## src/mrbb_grow.sv

```systemverilog
module mrbb_grow #(
   parameter int XW = 6,
   parameter int YW = 6,
   parameter int DW = 7,
   parameter int DH = 7
) (
   input  logic [XW-1:0] box_x,
   input  logic [YW-1:0] box_y,
   input  logic [DW-1:0] box_w,
   input  logic [DH-1:0] box_h,
   input  logic [XW-1:0] pt_x,
   input  logic [YW-1:0] pt_y,
   output logic [XW-1:0] new_x,
   output logic [YW-1:0] new_y,
   output logic [DW-1:0] new_w,
   output logic [DH-1:0] new_h
);

   int nx, ny, rx, ry;

   always_comb begin
      nx = (int'(box_x) < int'(pt_x)) ? int'(box_x) : int'(pt_x);
      ny = (int'(box_y) < int'(pt_y)) ? int'(box_y) : int'(pt_y);
      rx = (int'(box_x) + int'(box_w) > int'(pt_x) + 1) ?
           int'(box_x) + int'(box_w) : int'(pt_x) + 1;
      ry = (int'(box_y) + int'(box_h) > int'(pt_y) + 1) ?
           int'(box_y) + int'(box_h) : int'(pt_y) + 1;
      new_x = XW'(nx);
      new_y = YW'(ny);
      new_w = DW'(rx - nx);
      new_h = DH'(ry - ny);
   end

endmodule

```

## config.mk

```make
export PLATFORM = sky130hd
export DESIGN_NAME = mrbb_grow
export DESIGN_NICKNAME = d
export VERILOG_FILES = /design/src/mrbb_grow.sv
export SDC_FILE = /design/constraint.sdc
export NUM_CORES = 1
export LEC_CHECK = 0
export ABC_AREA = 1
export ABC_CLOCK_PERIOD_IN_PS = 6000
export BUFFER_PORTS_ARGS = -buffer_cell sky130_fd_sc_hd__buf_2
export CORE_MARGIN = 2
export CORE_UTILIZATION = 45
export DETAILED_ROUTE_END_ITERATION = 12
export PLACE_DENSITY = 0.71
export RECOVER_POWER = 50
export SLEW_MARGIN = 25
export SYNTH_ARGS = -nofsm -noshare
export SYNTH_HDL_FRONTEND = slang
export SYNTH_SLANG_ARGS = --single-unit
```

## constraint.sdc

```tcl
create_clock -name vclk -period 6
set_input_delay 0.6 -clock vclk [all_inputs]
set_output_delay 0.6 -clock vclk [all_outputs]
set_load 0.005 [all_outputs]
```

==> metrics.md, run 1 <==
| Metric | Value |
|---|---|
| Status | complete, no violations |
| Hold Buf Count CTS | 0 |
| Synth top area share | 0.287 |
| Layout cells sized above 1 | 0.221 |
| Placer Congestion | 0.832 |
| HPWL Detailed | 4650 um |
| Adder and majority gate portion of the synthesized area | 0.324 |
| Largest family of logic cells by synthesized area | adder cells |
| Worst EP required | 5.40 ns |
| Reg area | 0 um^2 |
| Core region area | 4690 um^2 |
| Max-slew violations | 0 |
| Initial Util | 0.465 |
| Synthesized Nets | 434 |
| Critical path capture point type | output port |
| Post-synthesis cell area | 2180 um^2 |
| Syn-to-layout area delta | 13.7% |
| Vias/cell | 4.96 |
| Ranking of synthesized cells by area | ha_1 29%, nand2_1 14%, inv_1 9.3% |
| DIE AREA | 5420 um^2 |
| FP Rows | 25 |
| Mux cell area share after synthesis | 0 |
| Peak VDD IR | 0.0680 mV |
| Crit Path Class | in -> out |
| Mapped Cells | 342 |
| Largest net degree at the start of global routing | 15 |
| PostCTS Resize Cnt | 0 |
| Largest area contributor in the netlist | ha_1 |
| Slew @ Worst Pin | 0.884 ns |
| WL per Instance | 11.2 um |
| Synth Area in XOR/XNOR | 0.0964 |
| Number of clock buffers in the layout | 0 |
| Rel. slew slack | 0.408 |
| First-pass GRT wire length | 8440 um |
| Hold endpoint | new_x[2] |
| DRT Pass-1 Iters | 4 |
| Ports | 64 |
| N_diodes | 0 |
| Final setup viols | 0 |
| DRC | 0 |
| CP Max Fanout | 14 |
| Final TNS setup | 0 ns |
| Die Height | 73.6 um |
| Via count | 2263 |
| Die Width | 73.6 um |
| Syn Area/Cell | 6.38 um^2 |
| Final critical-path required period | 5.04 ns |
| Total track usage | 0.188 |
| Vias in the first global route | 2055 |
| Synth cell types | 23 |
| Final period util | 0.840 |
| Antenna-violating nets left | 0 |
| YS warnings | 0 |
| Fmax | 198 MHz |
| Post-Synth Simple-Gate Area | 0.246 |
| Worst Setup SP | box_x[2] |
| Leak pwr | 1.46 nW |
| Grt total ovfl | 0 |
| Port Buffers | 64 |
| Final Hold Fails | 0 |
| Nets | 496 |
| DRT iter0 DRCs | 60 |
| Max-cap violations | 0 |
| Sequential fraction of the synthesis area | 0 |
| Worst EP arrival | 4.44 ns |
| Compound-cell area share of the yosys netlist | 0.200 |
| Routed Wire Length | 5120 um |
| Worst Hold Depth | 4 |
| Seq cells | 0 |
| Total setup buffers inserted after CTS | 0 |
| Hold crit path type | in -> out |
| Initial antenna violation count | 0 |
| PD cells | 199 nW/um^2 |
| Worst hold start | box_x[2] |
| Unrepaired setup endpoints after global routing | no |
| Fin util | 0.528 |
| Startpoint types | input port |
-- critical path, cell delays in order --
cell and delay [ns]:
buf_2 0.12, ha_1 0.38, o21ai_2 0.21, o21ai_0 0.13
xnor2_1 0.28, inv_1 0.08, ha_1 0.29, a21oi_1 0.15
nor2_1 0.05, nor2_1 0.08, nand2_1 0.05, nand2_1 0.08
nand2_1 0.28, nand2_1 0.14, o21ai_1 0.07, ha_1 0.22
fa_1 0.41, o21ai_0 0.28, nand2_1 0.09, nand2_1 0.07
a21oi_1 0.08, inv_1 0.06, nand3_1 0.06, nand2_1 0.06
buf_2 0.10
-- kinds of logic after synthesis --
kind of cell	Yosys count
simple gates	128
compound gates	66
fa+ha+maj	54
xor+xnor	24
buf+inv	70
-- cells in the final DEF (no fill, tap or decap), types with 9 or more instances in the layout --
master | synthesis | routed
xor2_1 | 14 | 14
xnor2_1 | 10 | 10
buf_2 | 0 | 62
o21ai_0 | 7 | 15
ha_1 | 50 | 50
a21oi_1 | 23 | 23
nand3_1 | 16 | 16
inv_1 | 54 | 54
nand4_1 | 9 | 9
inv_2 | 12 | 12
nand2_1 | 82 | 83
nor2_1 | 14 | 14
o21ai_2 | 18 | 10
-- area by class of cell --
| class | count | area [um^2] |
|---|---|---|
| Fill cell | 515 | 2210 |
| Inverter | 66 | 248 |
| Multi-Input combinational cell | 272 | 1850 |
| Tap cell | 54 | 67.6 |
| Timing Repair Buffer | 64 | 318 |
-- how the worst max path moves through the flow --
stage,endpoint,depth (start not counted)
floorplan,new_w[6],24
global placement,new_h[6],26
detailed placement,new_h[6],26
CTS,new_h[6],26
global route,new_w[6],25
finish,new_w[6],25
-- cells in the mapped netlist (all sizes together) --
master,n
inv,66
fa,4
a21o,2
a21oi,25
o21bai,2
o21ai,33
nand3,16
xnor2,10
nor3,3
nand2,84
nor2,16
nand4,9
ha,50
o211ai,2
xor2,14
o21a,2
buf,4
-- power breakdown --
group / switching (mW) / internal, mW / total, mW / leakage, nW
combinational: 0.278 / 0.215 / 0.493 / 1.46
clock: 0 / 0 / 0 / 0
sequential: 0 / 0 / 0 / 0
total: 0.278 / 0.215 / 0.493 / 1.46
-- per-stage QoR --
stage               power, mW  instances  hold slack [ns]  cell area (um^2)  worst slack, ns
finish                  0.493        456             1.55              2480            0.959
global route            0.569        456             1.56              2480            0.547
CTS                     0.504        456             1.54              2520            0.973
detailed placement      0.502        456             1.54              2520            0.973
global placement        0.493        456             1.53              2520             1.04
floorplan               0.353        342             1.29              2180             1.70
-- layer usage --
layer	vias to the layer above	wire length (um)	global-route usage
met1	979	2320	0.230
met3	2	165	0.00549
met2	43	2600	0.376
met5	-	0	0
met4	0	23	0.0101
li1	1239	-	-
(Power assumes the default switching activity.)
==> inputs of run 2 (changes only) <==
--- a/config.mk
+++ b/config.mk
@@ -6,7 +6,7 @@
 export NUM_CORES = 1
 export LEC_CHECK = 0
 export ABC_AREA = 1
-export ABC_CLOCK_PERIOD_IN_PS = 6000
+export ABC_CLOCK_PERIOD_IN_PS = 5000
 export BUFFER_PORTS_ARGS = -buffer_cell sky130_fd_sc_hd__buf_2
 export CORE_MARGIN = 2
 export CORE_UTILIZATION = 45
==> constraint.sdc (replaced) <==
create_clock -name vclk -period 5
set_input_delay 0.5 -clock vclk [all_inputs]
set_output_delay 0.5 -clock vclk [all_outputs]
set_load 0.005 [all_outputs]
==> run 2 against run 1 <==
  * Total power up 22%
  * Global-route usage up 0.16 points
  * Worst setup slack worse by 0.57 ns
  * Combinational power up 22%
  * Routed wire length up 1.7%
  * Non-clock buffer count up 1
  * Die area unchanged
  * Largest cell class unchanged
  * Largest power group unchanged
==> metrics.md, run 2 (same netlist as run 1, synthesis figures left out) <==
| Metric | Value |
|---|---|
| Status | complete, no violations |
| Met3 GRT Util | 0.00549 |
| Routing usage on met1 | 0.225 |
| N_diodes | 0 |
| Reg area | 0 um^2 |
| Inst Count DP | 456 |
| Max-cap violations | 0 |
| Layout cells sized above 1 | 0.233 |
| DRC | 0 |
| Final setup viols | 0 |
| Seq cells | 0 |
| Slew @ Worst Pin | 0.851 ns |
| Grt total ovfl | 0 |
| Worst EP required | 4.50 ns |
| CP cell instances | buf_2 > ha_1 > a21oi_1 > o21ai_0 > xnor2_1 > inv_1 > ha_1 > a21oi_1 > nor2_1 > nor2_1 > nand2_1 > nand2_1 > nand2_2 > nand2_1 > o21ai_1 > ha_1 > nand2_1 > o21ai_0 > a21oi_1 > o21ai_0 > xor2_1 > buf_2 |
| Hold crit path type | in -> out |
| WP buf/inv | 3 |
| Crit Path Class | in -> out |
| Post-Layout Cell Count | 457 |
| PD cells | 240 nW/um^2 |
| Max-slew violations | 0 |
| Most common cell after layout, fill and taps aside | nand2_1 |
| Initial Util | 0.465 |
| Slowest cell delay on critical path | 0.36 ns |
| Nets | 497 |
| Unrepaired setup endpoints after global routing | no |
| Die Width | 73.6 um |
| Cell mode on critical path | nand2_1 |
| Via count | 2294 |
| WL per Instance | 11.4 um |
| FP Rows | 25 |
| Ports | 64 |
| Initial antenna violation count | 0 |
| DRT Pass-1 Iters | 4 |
| Routed Wire Length | 5200 um |
| Rel. slew slack | 0.430 |
| HPWL Detailed | 4700 um |
| Final Worst Setup Slack | 0.386 ns |
| DIE AREA | 5420 um^2 |
| Leak pwr | 1.47 nW |
| Die Height | 73.6 um |
| Most frequent cells in the layout | 81 x nand2_1, 62 x buf_2, 54 x inv_1, 50 x ha_1, 23 x a21oi_1 |
| Fmax | 217 MHz |
| Placer Congestion | 0.832 |
| Final TNS setup | 0 ns |
| Total track usage | 0.190 |
| DRT iter0 DRCs | 54 |
| Antenna-violating nets left | 0 |
| Placement-stage cell area | 2520 um^2 |
| Final period util | 0.923 |
| Gr busiest metal | met2 |
| Vias/cell | 5.02 |
| Design area | 2500 um^2 |
| Crit path max-delay family | compound AO/OA/AOI/OAI gates |
| Number of clock buffers in the layout | 0 |
| Worst EP arrival | 4.11 ns |
| Pre-CTS setup slack | 0.202 ns |
| First-pass GRT wire length | 8490 um |
| M2 GR Usage | 0.388 |
| Peak VDD IR | 0.0792 mV |
| Syn-to-layout area delta | 14.7% |
| Fin util | 0.533 |
| Largest net degree at the start of global routing | 15 |
| CP max stage cell | ha_1 |
| Startpoint types | input port |
| Critical path capture point type | output port |
| Final critical-path required period | 4.61 ns |
| Final Hold Fails | 0 |
| Vias in the first global route | 2083 |
| Core region area | 4690 um^2 |
| CP Max Fanout | 14 |
| Port Buffers | 64 |
## run 2: final timing paths
path	from	endpoint	slack (ns)	depth (start not counted)
worst max-delay path	box_x[4]	new_w[5]	0.39	22
worst min-delay path	box_y[2]	new_y[2]	1.35	4
## run 2: power breakdown
part           total, mW  internal [mW]  switching (mW)  leakage [nW]
combinational      0.601          0.263           0.338          1.47
clock                  0              0               0             0
sequential             0              0               0             0
total              0.601          0.263           0.338          1.47
## run 2: final cells by class
cell class | count | area [um^2]
Fill cell | 529 | 2190
Multi-Input combinational cell | 272 | 1860
Timing Repair Buffer | 65 | 327
Inverter | 66 | 248
Tap cell | 54 | 67.6
## run 2: repair_timing
| action | 4_1_cts | 5_1_grt |
|---|---|---|
| resized for setup | 0 | 5 |
| buffers inserted | 0 | 1 |
| hold buffers | 0 | 0 |
| setup endpoints to repair | 0 | 3 |
## run 2: metrics by stage
step | hold WS [ns] | power [mW]
global placement | 1.33 | 0.592
CTS | 1.33 | 0.604
global route | 1.36 | 0.693
finish | 1.35 | 0.601
detailed placement | 1.33 | 0.602
floorplan | 1.09 | 0.424
## run 2: metal layers
metal / up-vias / wire [um]
met2: 41 / 2710
met5: - / 0
met4: 0 / 23
met3: 2 / 150
met1: 1010 / 2320
li1: 1241 / -
