**src/mrbb_ram.sv**
```systemverilog
module mrbb_ram #(
   parameter int WIDTH = 8,
   parameter int DEPTH = 16,
   localparam int AW = (DEPTH > 1) ? $clog2(DEPTH) : 1
) (
   input  logic             clock,
   input  logic             wr_en,
   input  logic [AW-1:0]    wr_addr,
   input  logic [WIDTH-1:0] wr_data,
   input  logic [AW-1:0]    rd_addr,
   output logic [WIDTH-1:0] rd_data
);

   logic [WIDTH-1:0] mem_ff [DEPTH];

   always_ff @(posedge clock) begin
      if (wr_en) begin
         mem_ff[wr_addr] <= wr_data;
      end
      rd_data <= mem_ff[rd_addr];
   end

endmodule

```
**config.mk**
```make
export PLATFORM = sky130hd
export DESIGN_NAME = mrbb_ram
export DESIGN_NICKNAME = d
export VERILOG_FILES = /design/src/mrbb_ram.sv
export SDC_FILE = /design/constraint.sdc
export NUM_CORES = 1
export LEC_CHECK = 0
export BUFFER_PORTS_ARGS = -buffer_cell sky130_fd_sc_hd__buf_4
export CAP_MARGIN = 40
export CORE_MARGIN = 8
export CORE_UTILIZATION = 35
export DETAILED_ROUTE_END_ITERATION = 12
export GPL_ROUTABILITY_DRIVEN = 0
export SYNTH_ARGS = -nofsm -noshare
export SYNTH_HDL_FRONTEND = slang
export SYNTH_SLANG_ARGS = --single-unit
```
**constraint.sdc**
```tcl
create_clock -name clock -period 3.2 [get_ports clock]
set_input_delay 0.64 -clock clock [delete_from_list [all_inputs] [get_ports clock]]
set_output_delay 0.64 -clock clock [all_outputs]
set_load 0.005 [all_outputs]
```
==> results of run 1 <==
worst reg2reg max path, cell delays in order (launching register included):
cell and delay, ns:
edfxtp_1 0.34, mux4_1 0.50, a22oi_1 0.33, nand2_1 0.14
path summary, 6_finish.rpt:
| path | to | slack, ns | cells after the start |
|---|---|---|---|
| min reg2reg | rd_data[2]$_DFF_P_ | 0.68 | 3 |
| max | rd_data[0]$_DFF_P_ | 1.25 | 4 |
| min | mem_ff[1][2]$_DFFE_PP_ | 0.55 | 1 |
| max reg2reg | rd_data[0]$_DFF_P_ | 1.76 | 3 |
synth_stat cells:
cell type | count | area, um^2
a22oi_1 | 16 | 120
and2_1 | 1 | 6.26
and2b_1 | 1 | 7.51
buf_2 | 3 | 15.0
buf_4 | 1 | 7.51
buf_6 | 3 | 33.8
clkdlybuf4s25_2 | 3 | 30.0
dfxtp_1 | 8 | 160
edfxtp_1 | 128 | 3840
mux4_1 | 14 | 368
mux4_2 | 18 | 405
nand2_1 | 9 | 33.8
nand2b_1 | 2 | 12.5
nand3_1 | 1 | 5.00
nand3b_1 | 2 | 15.0
nor2_1 | 13 | 48.8
nor2b_1 | 1 | 6.26
nor3_1 | 4 | 20.0
or3b_2 | 1 | 8.76
layer usage:
metal | routed length (um) | up-vias | part of all wire | global-route usage
met5 | 0 | - | 0 | 0
met4 | 124 | 0 | 0.012 | 0.0513
met3 | 782 | 10 | 0.075 | 0.0449
met2 | 4750 | 75 | 0.46 | 0.173
met1 | 4720 | 1230 | 0.46 | 0.156
li1 | - | 1059 | - | -
kinds of logic (layout without fill, tap and decap cells):
| family | count (synthesis) | count (layout) | share of synthesized area |
|---|---|---|---|
| simple gates | 35 | 35 | 0.0318 |
| mux | 32 | 32 | 0.150 |
| buf+inv | 10 | 65 | 0.0168 |
| compound gates | 16 | 16 | 0.0233 |
| flops | 136 | 136 | 0.778 |
report_power, final:
part           total, mW  internal [mW]  switching, mW
Combinational      0.188         0.0849          0.103
Clock               1.60          0.955          0.643
Sequential          2.01           1.99         0.0155
Total               3.80           3.03          0.762
metrics by stage:
| stage | util | instance area, um^2 | cells |
|---|---|---|---|
| after floorplan | - | 5150 | 229 |
| after global placement | 0.382 | 5530 | 435 |
| after detailed placement | 0.383 | 5550 | 437 |
| after CTS | 0.416 | 6020 | 467 |
| after global routing | 0.417 | 6030 | 468 |
| final | 0.417 | 6030 | 468 |
flip-flops by register name, summed over array words and instances, names as in the netlist:
name     flops
mem_ff     128
rd_data      8
cell type report:
class	count	area [um^2]
Clock buffer	21	440
Clock inverter	9	36.3
Fill cell	1267	8450
Multi-Input combinational cell	83	1060
Sequential cell	136	4000
Tap cell	184	230
Timing Repair Buffer	35	263
cell usage in the layout (no fill, tap or decap):
master / n
clkbuf_16: 17
nor2b_1: 1
clkinv_2: 2
dfxtp_1: 8
nor2_1: 13
and2b_1: 1
mux4_1: 14
nor3_1: 4
nand2_1: 9
edfxtp_1: 128
or3b_2: 1
clkbuf_1: 4
and2_1: 1
buf_4: 35
nand3b_1: 2
a22oi_1: 16
nand2b_1: 2
mux4_2: 18
nand3_1: 1
clkinv_1: 7
==> results_dict.tcl, run 1 <==
set metrics [dict create \
    dp_slack_ns 0.811 \
    rows 44 \
    syn_nets 247 \
    dr.pass1.iters 4 \
    cts_buffer_depth 2 \
    period_minus_slack_ns 1.95 \
    crit_chain "buf_4 -> mux4_1 -> a22oi_1 -> nand2_1" \
    setup_ws_ns 1.25 \
    post-cts-setup-buffers 0 \
    cp-start-kind "primary input" \
    synth_cell_types 19 \
    grt_pass1_vias 2456 \
    cts_tree "yes" \
    syn_area_um2 5150 \
    insertion_delay_ns 0.41 \
    worstPathRequired_ns 3.48 \
    min_path_type "primary input to flop" \
    via_per_inst 5.07 \
    hold_viol 0 \
    ys_seq_area_frac 0.778 \
    pwr_density_cell_nw_per_um2 629 \
    clock_skew_ns 0.00792 \
    dieHeight_um 137 \
    core_area_um2 14500 \
    hold_buffers 0 \
    avgSynthCellArea_um2 22.5 \
    clock.fmax_mhz 514 \
    fin_nets 291 \
    timing.rr.start "mem_ff[1][0]$_DFFE_PP_" \
    antenna_found_initial 0 \
    pin_count 26 \
    power_leakage_nw 2.00 \
    cp_max_fo 32 \
    slew_violations 0 \
    cts_buffers 17 \
    crit_buf_inv 1 \
    drt_iter0_drc 165 \
    grt_max_degree 33 \
    startpoint "rd_addr[0]" \
    critPathKind "primary input to flop" \
    routed_wl_mm 10.4 \
    place_hpwl_mm 6.49 \
    path_clk_slew_ns 0.05 \
    io_buffers 25 \
    diodes 0 \
    status "complete, no violations" \
    hold_start "wr_data[2]" \
    slowest_stage "mux4_1" \
    worstMarginPinSlew_ns 0.882 \
    setup_tns_ns 0 \
    drtAntennaViolNets 0 \
    cpPeakStageDelay_ns 0.63 \
    routedWlPerCell_um 22.2 \
    cp-end-kind "flop" \
    die_x_um 137 \
    route.detailed.drc 0 \
    rsz0062_at_grt "false" \
    min_period_over_period 0.608 \
    start_util 0.356 \
    htreeDepth 4 \
    vias 2374 \
    clock_sinks 136 \
    area_delta_synth_final_pct 17.2 \
    synth_seq_cells 136 \
    synth_cells 229 \
    cp.arrival_ns 2.22 \
    max-slew-margin-rel 0.410 \
    maxCapViolCount 0 \
    grt_usage 0.119 \
    power.total_mw 3.80 \
    cts_root_buf "clkbuf_16" \
    synth_warnings 0 \
    overflow 0 \
    critPathTopFamily "multiplexers" \
    grt_pass1_wl_mm 15.4 \
    setup_viol 0 \
    ir_drop_v 0.000366 \
    post_cts_resized 0 \
    hold_slack_ns 0.548 \
    drive_above_1_share 0.257 \
    die_area_um2 18800 \
]
(Power assumes the default switching activity.)
==> run 2: changes to the inputs <==
==> constraint.sdc (replaced) <==
create_clock -name clock -period 1.69 [get_ports clock]
set_input_delay 0.338 -clock clock [delete_from_list [all_inputs] [get_ports clock]]
set_output_delay 0.338 -clock clock [all_outputs]
set_load 0.005 [all_outputs]
==> run 2 against run 1 <==
  * Hold slack got worse by 0.30 ns
  * Clock power grew 130%
  * Flip-flop and latch count did not move
  * Cell count rose by 3.8%
  * Non-clock buffer count grew 16
  * Combinational power is 100% higher
  * Sequential share of layout area fell by 3.0 points
  * Register-to-register slack lost 1.4 ns
  * Sequential power rose by 89%
  * Global-route usage down 0.36 points
  * Critical path type unchanged
==> results_dict.tcl, run 2 (same netlist as run 1, synthesis figures left out) <==
set metrics [dict create \
    status "complete, no violations" \
    drt_iter0_drc 221 \
    grt_usage 0.115 \
    reg.largest.list "mem_ff: 128 flops, rd_data: 8 flops" \
    drtAntennaViolNets 0 \
    clock_skew_ns 0.00581 \
    top_register "mem_ff" \
    multi_input_area_um2 1060 \
    die_area_um2 18800 \
    overflow 0 \
    instances_no_fill 486 \
    cp-end-kind "flop" \
    die_x_um 137 \
    route.detailed.drc 0 \
    routedWlPerCell_um 20.7 \
    via_per_inst 4.97 \
    htreeDepth 4 \
    max-slew-margin-rel 0.484 \
    rsz0062_at_grt "false" \
    place_hpwl_mm 6.67 \
    min_path_type "primary input to flop" \
    cp_max_fo 9 \
    critPathKind "primary input to flop" \
    layout_common_cells "edfxtp_1, buf_4, mux4_2, clkbuf_16, a22oi_1" \
    worstPathRequired_ns 1.98 \
    worstHoldEndpoint "mem_ff[6][4]$_DFFE_PP_" \
    largest_reg_flops 128 \
    pwr_density_cell_nw_per_um2 1260 \
    cts_buffers 17 \
    placed_area_um2 5700 \
    numPlacedInstances 454 \
    hold_buffers 0 \
    pin_count 26 \
    maxCapViolCount 0 \
    core_area_um2 14500 \
    io_buffers 25 \
    post-cts-setup-buffers 0 \
    routed_wl_mm 10.1 \
    insertion_delay_ns 0.40 \
    fin_area_um2 6310 \
    power.total_mw 7.94 \
    clock_sinks 136 \
    grt_max_degree 17 \
    period_minus_slack_ns 1.39 \
    path_clk_slew_ns 0.06 \
    r2r_slack_ns 0.34 \
    clock.fmax_mhz 718 \
    drive_above_1_share 0.328 \
    rows 44 \
    vias 2415 \
    setup_viol 0 \
    grt_pass1_vias 2576 \
    reg2reg_to "rd_data[3]$_DFF_P_" \
    power_leakage_nw 2.14 \
    cp.arrival_ns 1.68 \
    post_cts_resized 0 \
    dieHeight_um 137 \
    cp-start-kind "primary input" \
    fin_nets 307 \
    hold_viol 0 \
    antenna_found_initial 0 \
    worstMarginPinSlew_ns 0.772 \
    min_period_over_period 0.825 \
    final-seq-area_um2 4000 \
    slew_violations 0 \
    cts_root_buf "clkbuf_16" \
    layout_commonest_cell "edfxtp_1" \
    hold_start "wr_data[4]" \
    start_util 0.356 \
    diodes 0 \
    grt_pass1_wl_mm 15.3 \
    n_fill_cell 1242 \
    ir_drop_v 0.000788 \
    dr.pass1.iters 5 \
    cts_buffer_depth 2 \
    timing.rr.start "mem_ff[1][3]$_DFFE_PP_" \
    rr_worst_depth 3 \
    cts_tree "yes" \
    hold_depth 1 \
    area_delta_synth_final_pct 22.7 \
]
==> run 2: cell types whose count changed in the layout (fill, tap and decap cells not counted) <==
cell        previous run  this run
nor3_1                 4         3
nor3_2                 0         1
buf_4                 35        49
bufinv_16              0         4
clkinvlp_4             0         4
clkbuf_1               4         0
clkinv_1               7         4
buf_12                 0         2
clkinv_4               0         1
==> run 2: critical path: stages <==
cell     delay, ns
buf_4         0.20
buf_4         0.20
mux4_1        0.56
a22oi_1       0.29
nand2_1       0.09
==> run 2: worst max-delay path by stage <==
stage	from	end	slack [ns]
global placement	rd_addr[0]	rd_data[5]$_DFF_P_	-0.11
floorplan	wr_addr[2]	mem_ff[3][0]$_DFFE_PP_	0.09
CTS	rd_addr[0]	rd_data[3]$_DFF_P_	0.31
global route	rd_addr[0]	rd_data[3]$_DFF_P_	0.26
finish	rd_addr[0]	rd_data[3]$_DFF_P_	0.30
detailed placement	rd_addr[0]	rd_data[3]$_DFF_P_	-0.12
==> run 2: cell type report <==
class | count | share of cell area
flip-flops and latches | 136 | 0.634
multi-input cells | 83 | 0.168
clock buffers | 17 | 0.0674
repair buffers | 51 | 0.0646
well taps | 184 | 0.0365
clock inverters | 15 | 0.0291
==> run 2: through the flow <==
| step | TNS [ns] | util | hold slack, ns | setup WS (ns) |
|---|---|---|---|---|
| 2_1_floorplan | 0 | - | 0.437 | 0.0859 |
| 3_3_place_gp | -0.228 | 0.394 | 0.652 | -0.105 |
| 3_5_place_dp | -0.297 | 0.394 | 0.666 | -0.122 |
| 4_1_cts | 0 | 0.436 | 0.238 | 0.309 |
| 5_1_grt | 0 | 0.436 | 0.240 | 0.263 |
| 6_report | 0 | 0.436 | 0.245 | 0.297 |
==> run 2: report_power, final <==
| part | internal (mW) | switching [mW] |
|---|---|---|
| clock network | 2.44 | 1.31 |
| registers | 3.77 | 0.0281 |
| logic | 0.185 | 0.195 |
==> run 2: routing by layer <==
metal  track usage  part of all wire
met3        0.0379             0.047
met5             0                 0
met4        0.0435             0.015
met1         0.153              0.48
met2         0.173              0.46
==> run 3: changes to the inputs <==
--- a/config.mk
+++ b/config.mk
@@ -5,6 +5,7 @@
 export SDC_FILE = /design/constraint.sdc
 export NUM_CORES = 1
 export LEC_CHECK = 0
+export ABC_AREA = 1
 export BUFFER_PORTS_ARGS = -buffer_cell sky130_fd_sc_hd__buf_4
 export CAP_MARGIN = 40
 export CORE_MARGIN = 8
==> constraint.sdc (replaced) <==
create_clock -name clock -period 1.4 [get_ports clock]
set_input_delay 0.28 -clock clock [delete_from_list [all_inputs] [get_ports clock]]
set_output_delay 0.28 -clock clock [all_outputs]
set_load 0.005 [all_outputs]
==> run 3 against run 2 <==
  * Setup slack got worse by 0.082 ns
  * Critical path depth is 4 lower
  * Hold slack worse by 0.076 ns
  * Sequential power grew 21%
  * Critical endpoint is now rd_data[5]
  * Highest routed layer unchanged
==> results_dict.tcl, run 3 <==
set metrics [dict create \
    status "complete, no violations" \
    switching_share 0.207 \
    cp.arrival_ns 0.91 \
    pin_count 26 \
    hold_viol 0 \
    drive_above_1_share 0.122 \
    power_frac_comb 0.064 \
    synth_top_area_frac 0.667 \
    die_x_um 144 \
    vias 3723 \
    instances_no_fill 828 \
    route.detailed.drc 0 \
    p_clk_frac 0.428 \
    routedWlPerCell_um 14.8 \
    n_fill_cell 1620 \
    layout_commonest_cell "nand2_1" \
    worstPathRequired_ns 1.12 \
    rsz0062_at_grt "false" \
    min_path_type "primary input to flop" \
    synthTopCellsByCount "nand2_1, edfxtp_1, inv_1, nand3_1, nor2_1" \
    synth_edf_count 128 \
    min_period_over_period 0.847 \
    path_clk_slew_ns 0.05 \
    clock.fmax_mhz 844 \
    reg.largest.list "mem_ff: 128 flops, rd_data: 8 flops" \
    drt_iter0_drc 285 \
    antenna_found_initial 0 \
    post_cts_resized 0 \
    hold_slack_ns 0.169 \
    fin_nets 613 \
    critPathTopFamily "flip-flops" \
    synth_cell_types 12 \
    ys.flop_type "edfxtp_1" \
    clock_skew_ns 0.00873 \
    diodes 0 \
    core_area_um2 16300 \
    start_util 0.353 \
    grt_usage 0.131 \
    cts_root_buf "clkbuf_16" \
    overflow 0 \
    power_leakage_nw 2.94 \
    hold_buffers 0 \
    ir_drop_v 0.000947 \
    max-slew-margin-rel 0.779 \
    cp-start-kind "flop" \
    clock_sinks 136 \
    syn_nets 569 \
    top_register "mem_ff" \
    pwr_density_cell_nw_per_um2 1320 \
    largest_reg_flops 128 \
    setup_tns_ns 0 \
    insertion_delay_ns 0.41 \
    routed_wl_mm 12.3 \
    worstMarginPinSlew_ns 0.332 \
    post-cts-setup-buffers 0 \
    p_sw_mw 1.87 \
    synth_seq_cells 136 \
    slew_violations 0 \
    multi_input_area_um2 1210 \
    power.total_mw 9.02 \
    cpPeakStageDelay_ns 0.36 \
    synth_warnings 0 \
    critPathKind "flop to output port" \
    synth_top_area_cell "edfxtp_1" \
    crit_chain "buf_4" \
    cts_buffer_depth 2 \
    grt_pass1_vias 3867 \
    io_buffers 25 \
    cp_max_fo 1 \
    via_per_inst 4.50 \
    cts_buffers 17 \
    p_seq_frac 0.508 \
    dr.pass1.iters 4 \
    die_area_um2 20800 \
    numPlacedInstances 796 \
    synth_cells 551 \
    grt_max_degree 41 \
    setup_viol 0 \
    ys_seq_area_frac 0.694 \
    syn_area_um2 5770 \
    dieHeight_um 144 \
    setup_ws_ns 0.215 \
    dp_slack_ns 0.0609 \
    drtAntennaViolNets 0 \
    maxCapViolCount 0 \
    period_minus_slack_ns 1.19 \
    crit_buf_inv 1 \
    cp-end-kind "output port" \
    cellInternalPower_mw 7.15 \
    rows 47 \
    cts_tree "yes" \
    htreeDepth 4 \
    grt_pass1_wl_mm 20.2 \
    final-seq-area_um2 4000 \
    layout_common_cells "nand2_1, edfxtp_1, inv_1, nand3_1, buf_4" \
    postSynth.asyncResetShare 0 \
    slowest_stage "dfxtp_1" \
    avgSynthCellArea_um2 10.5 \
    yosysMostFrequentCell "nand2_1" \
    synth.area.top_cells "edfxtp_1, nand2_1, nand3_1, inv_1, dfxtp_1" \
    place_hpwl_mm 7.92 \
    area_delta_synth_final_pct 18.3 \
]
==> run 3: per-stage QoR <==
stage / instance area, um^2 / util
5_1_grt: 6820 / 0.417
6_report: 6820 / 0.417
2_1_floorplan: 5770 / -
3_3_place_gp: 6310 / 0.386
3_5_place_dp: 6310 / 0.386
4_1_cts: 6820 / 0.417
==> run 3: cell families after synthesis <==
family | share of synthesized area
buffers and inverters | 0.0952
and+or+nand+nor | 0.210
DFF | 0.694
==> run 3: final timing paths <==
kind | from | endpoint | slack, ns | cells after the start
min reg2reg | mem_ff[14][4]$_DFFE_PP_ | rd_data[4]$_DFF_P_ | 0.66 | 6
min | wr_data[4] | mem_ff[8][4]$_DFFE_PP_ | 0.17 | 1
max reg2reg | mem_ff[7][3]$_DFFE_PP_ | rd_data[3]$_DFF_P_ | 0.43 | 6
max | rd_data[5]$_DFF_P_ | rd_data[5] | 0.21 | 1
==> run 3: per-layer routing <==
metal  part of all wire  track usage  vias up
met3              0.036       0.0376       14
li1                   -            -     1857
met4              0.017       0.0553        0
met5                  0            0        -
met1               0.46        0.161     1784
met2               0.49        0.212       68
==> run 3: power groups by stage <==
stage                     logic [mW]  clock network, mW  registers, mW
after floorplan                0.321                  0           4.66
after global placement         0.575                  0           4.67
after detailed placement       0.582                  0           4.67
after CTS                      0.584               3.95           4.59
after global routing           0.647               4.13           4.59
final                          0.574               3.86           4.58
==> run 3: final cells by class <==
class	count	area share
Sequential cell	136	0.587
Clock inverter	4	0.00275
Timing Repair Buffer	49	0.0631
Tap cell	220	0.0404
Inverter	102	0.0561
Clock buffer	28	0.0728
Multi-Input combinational cell	289	0.178
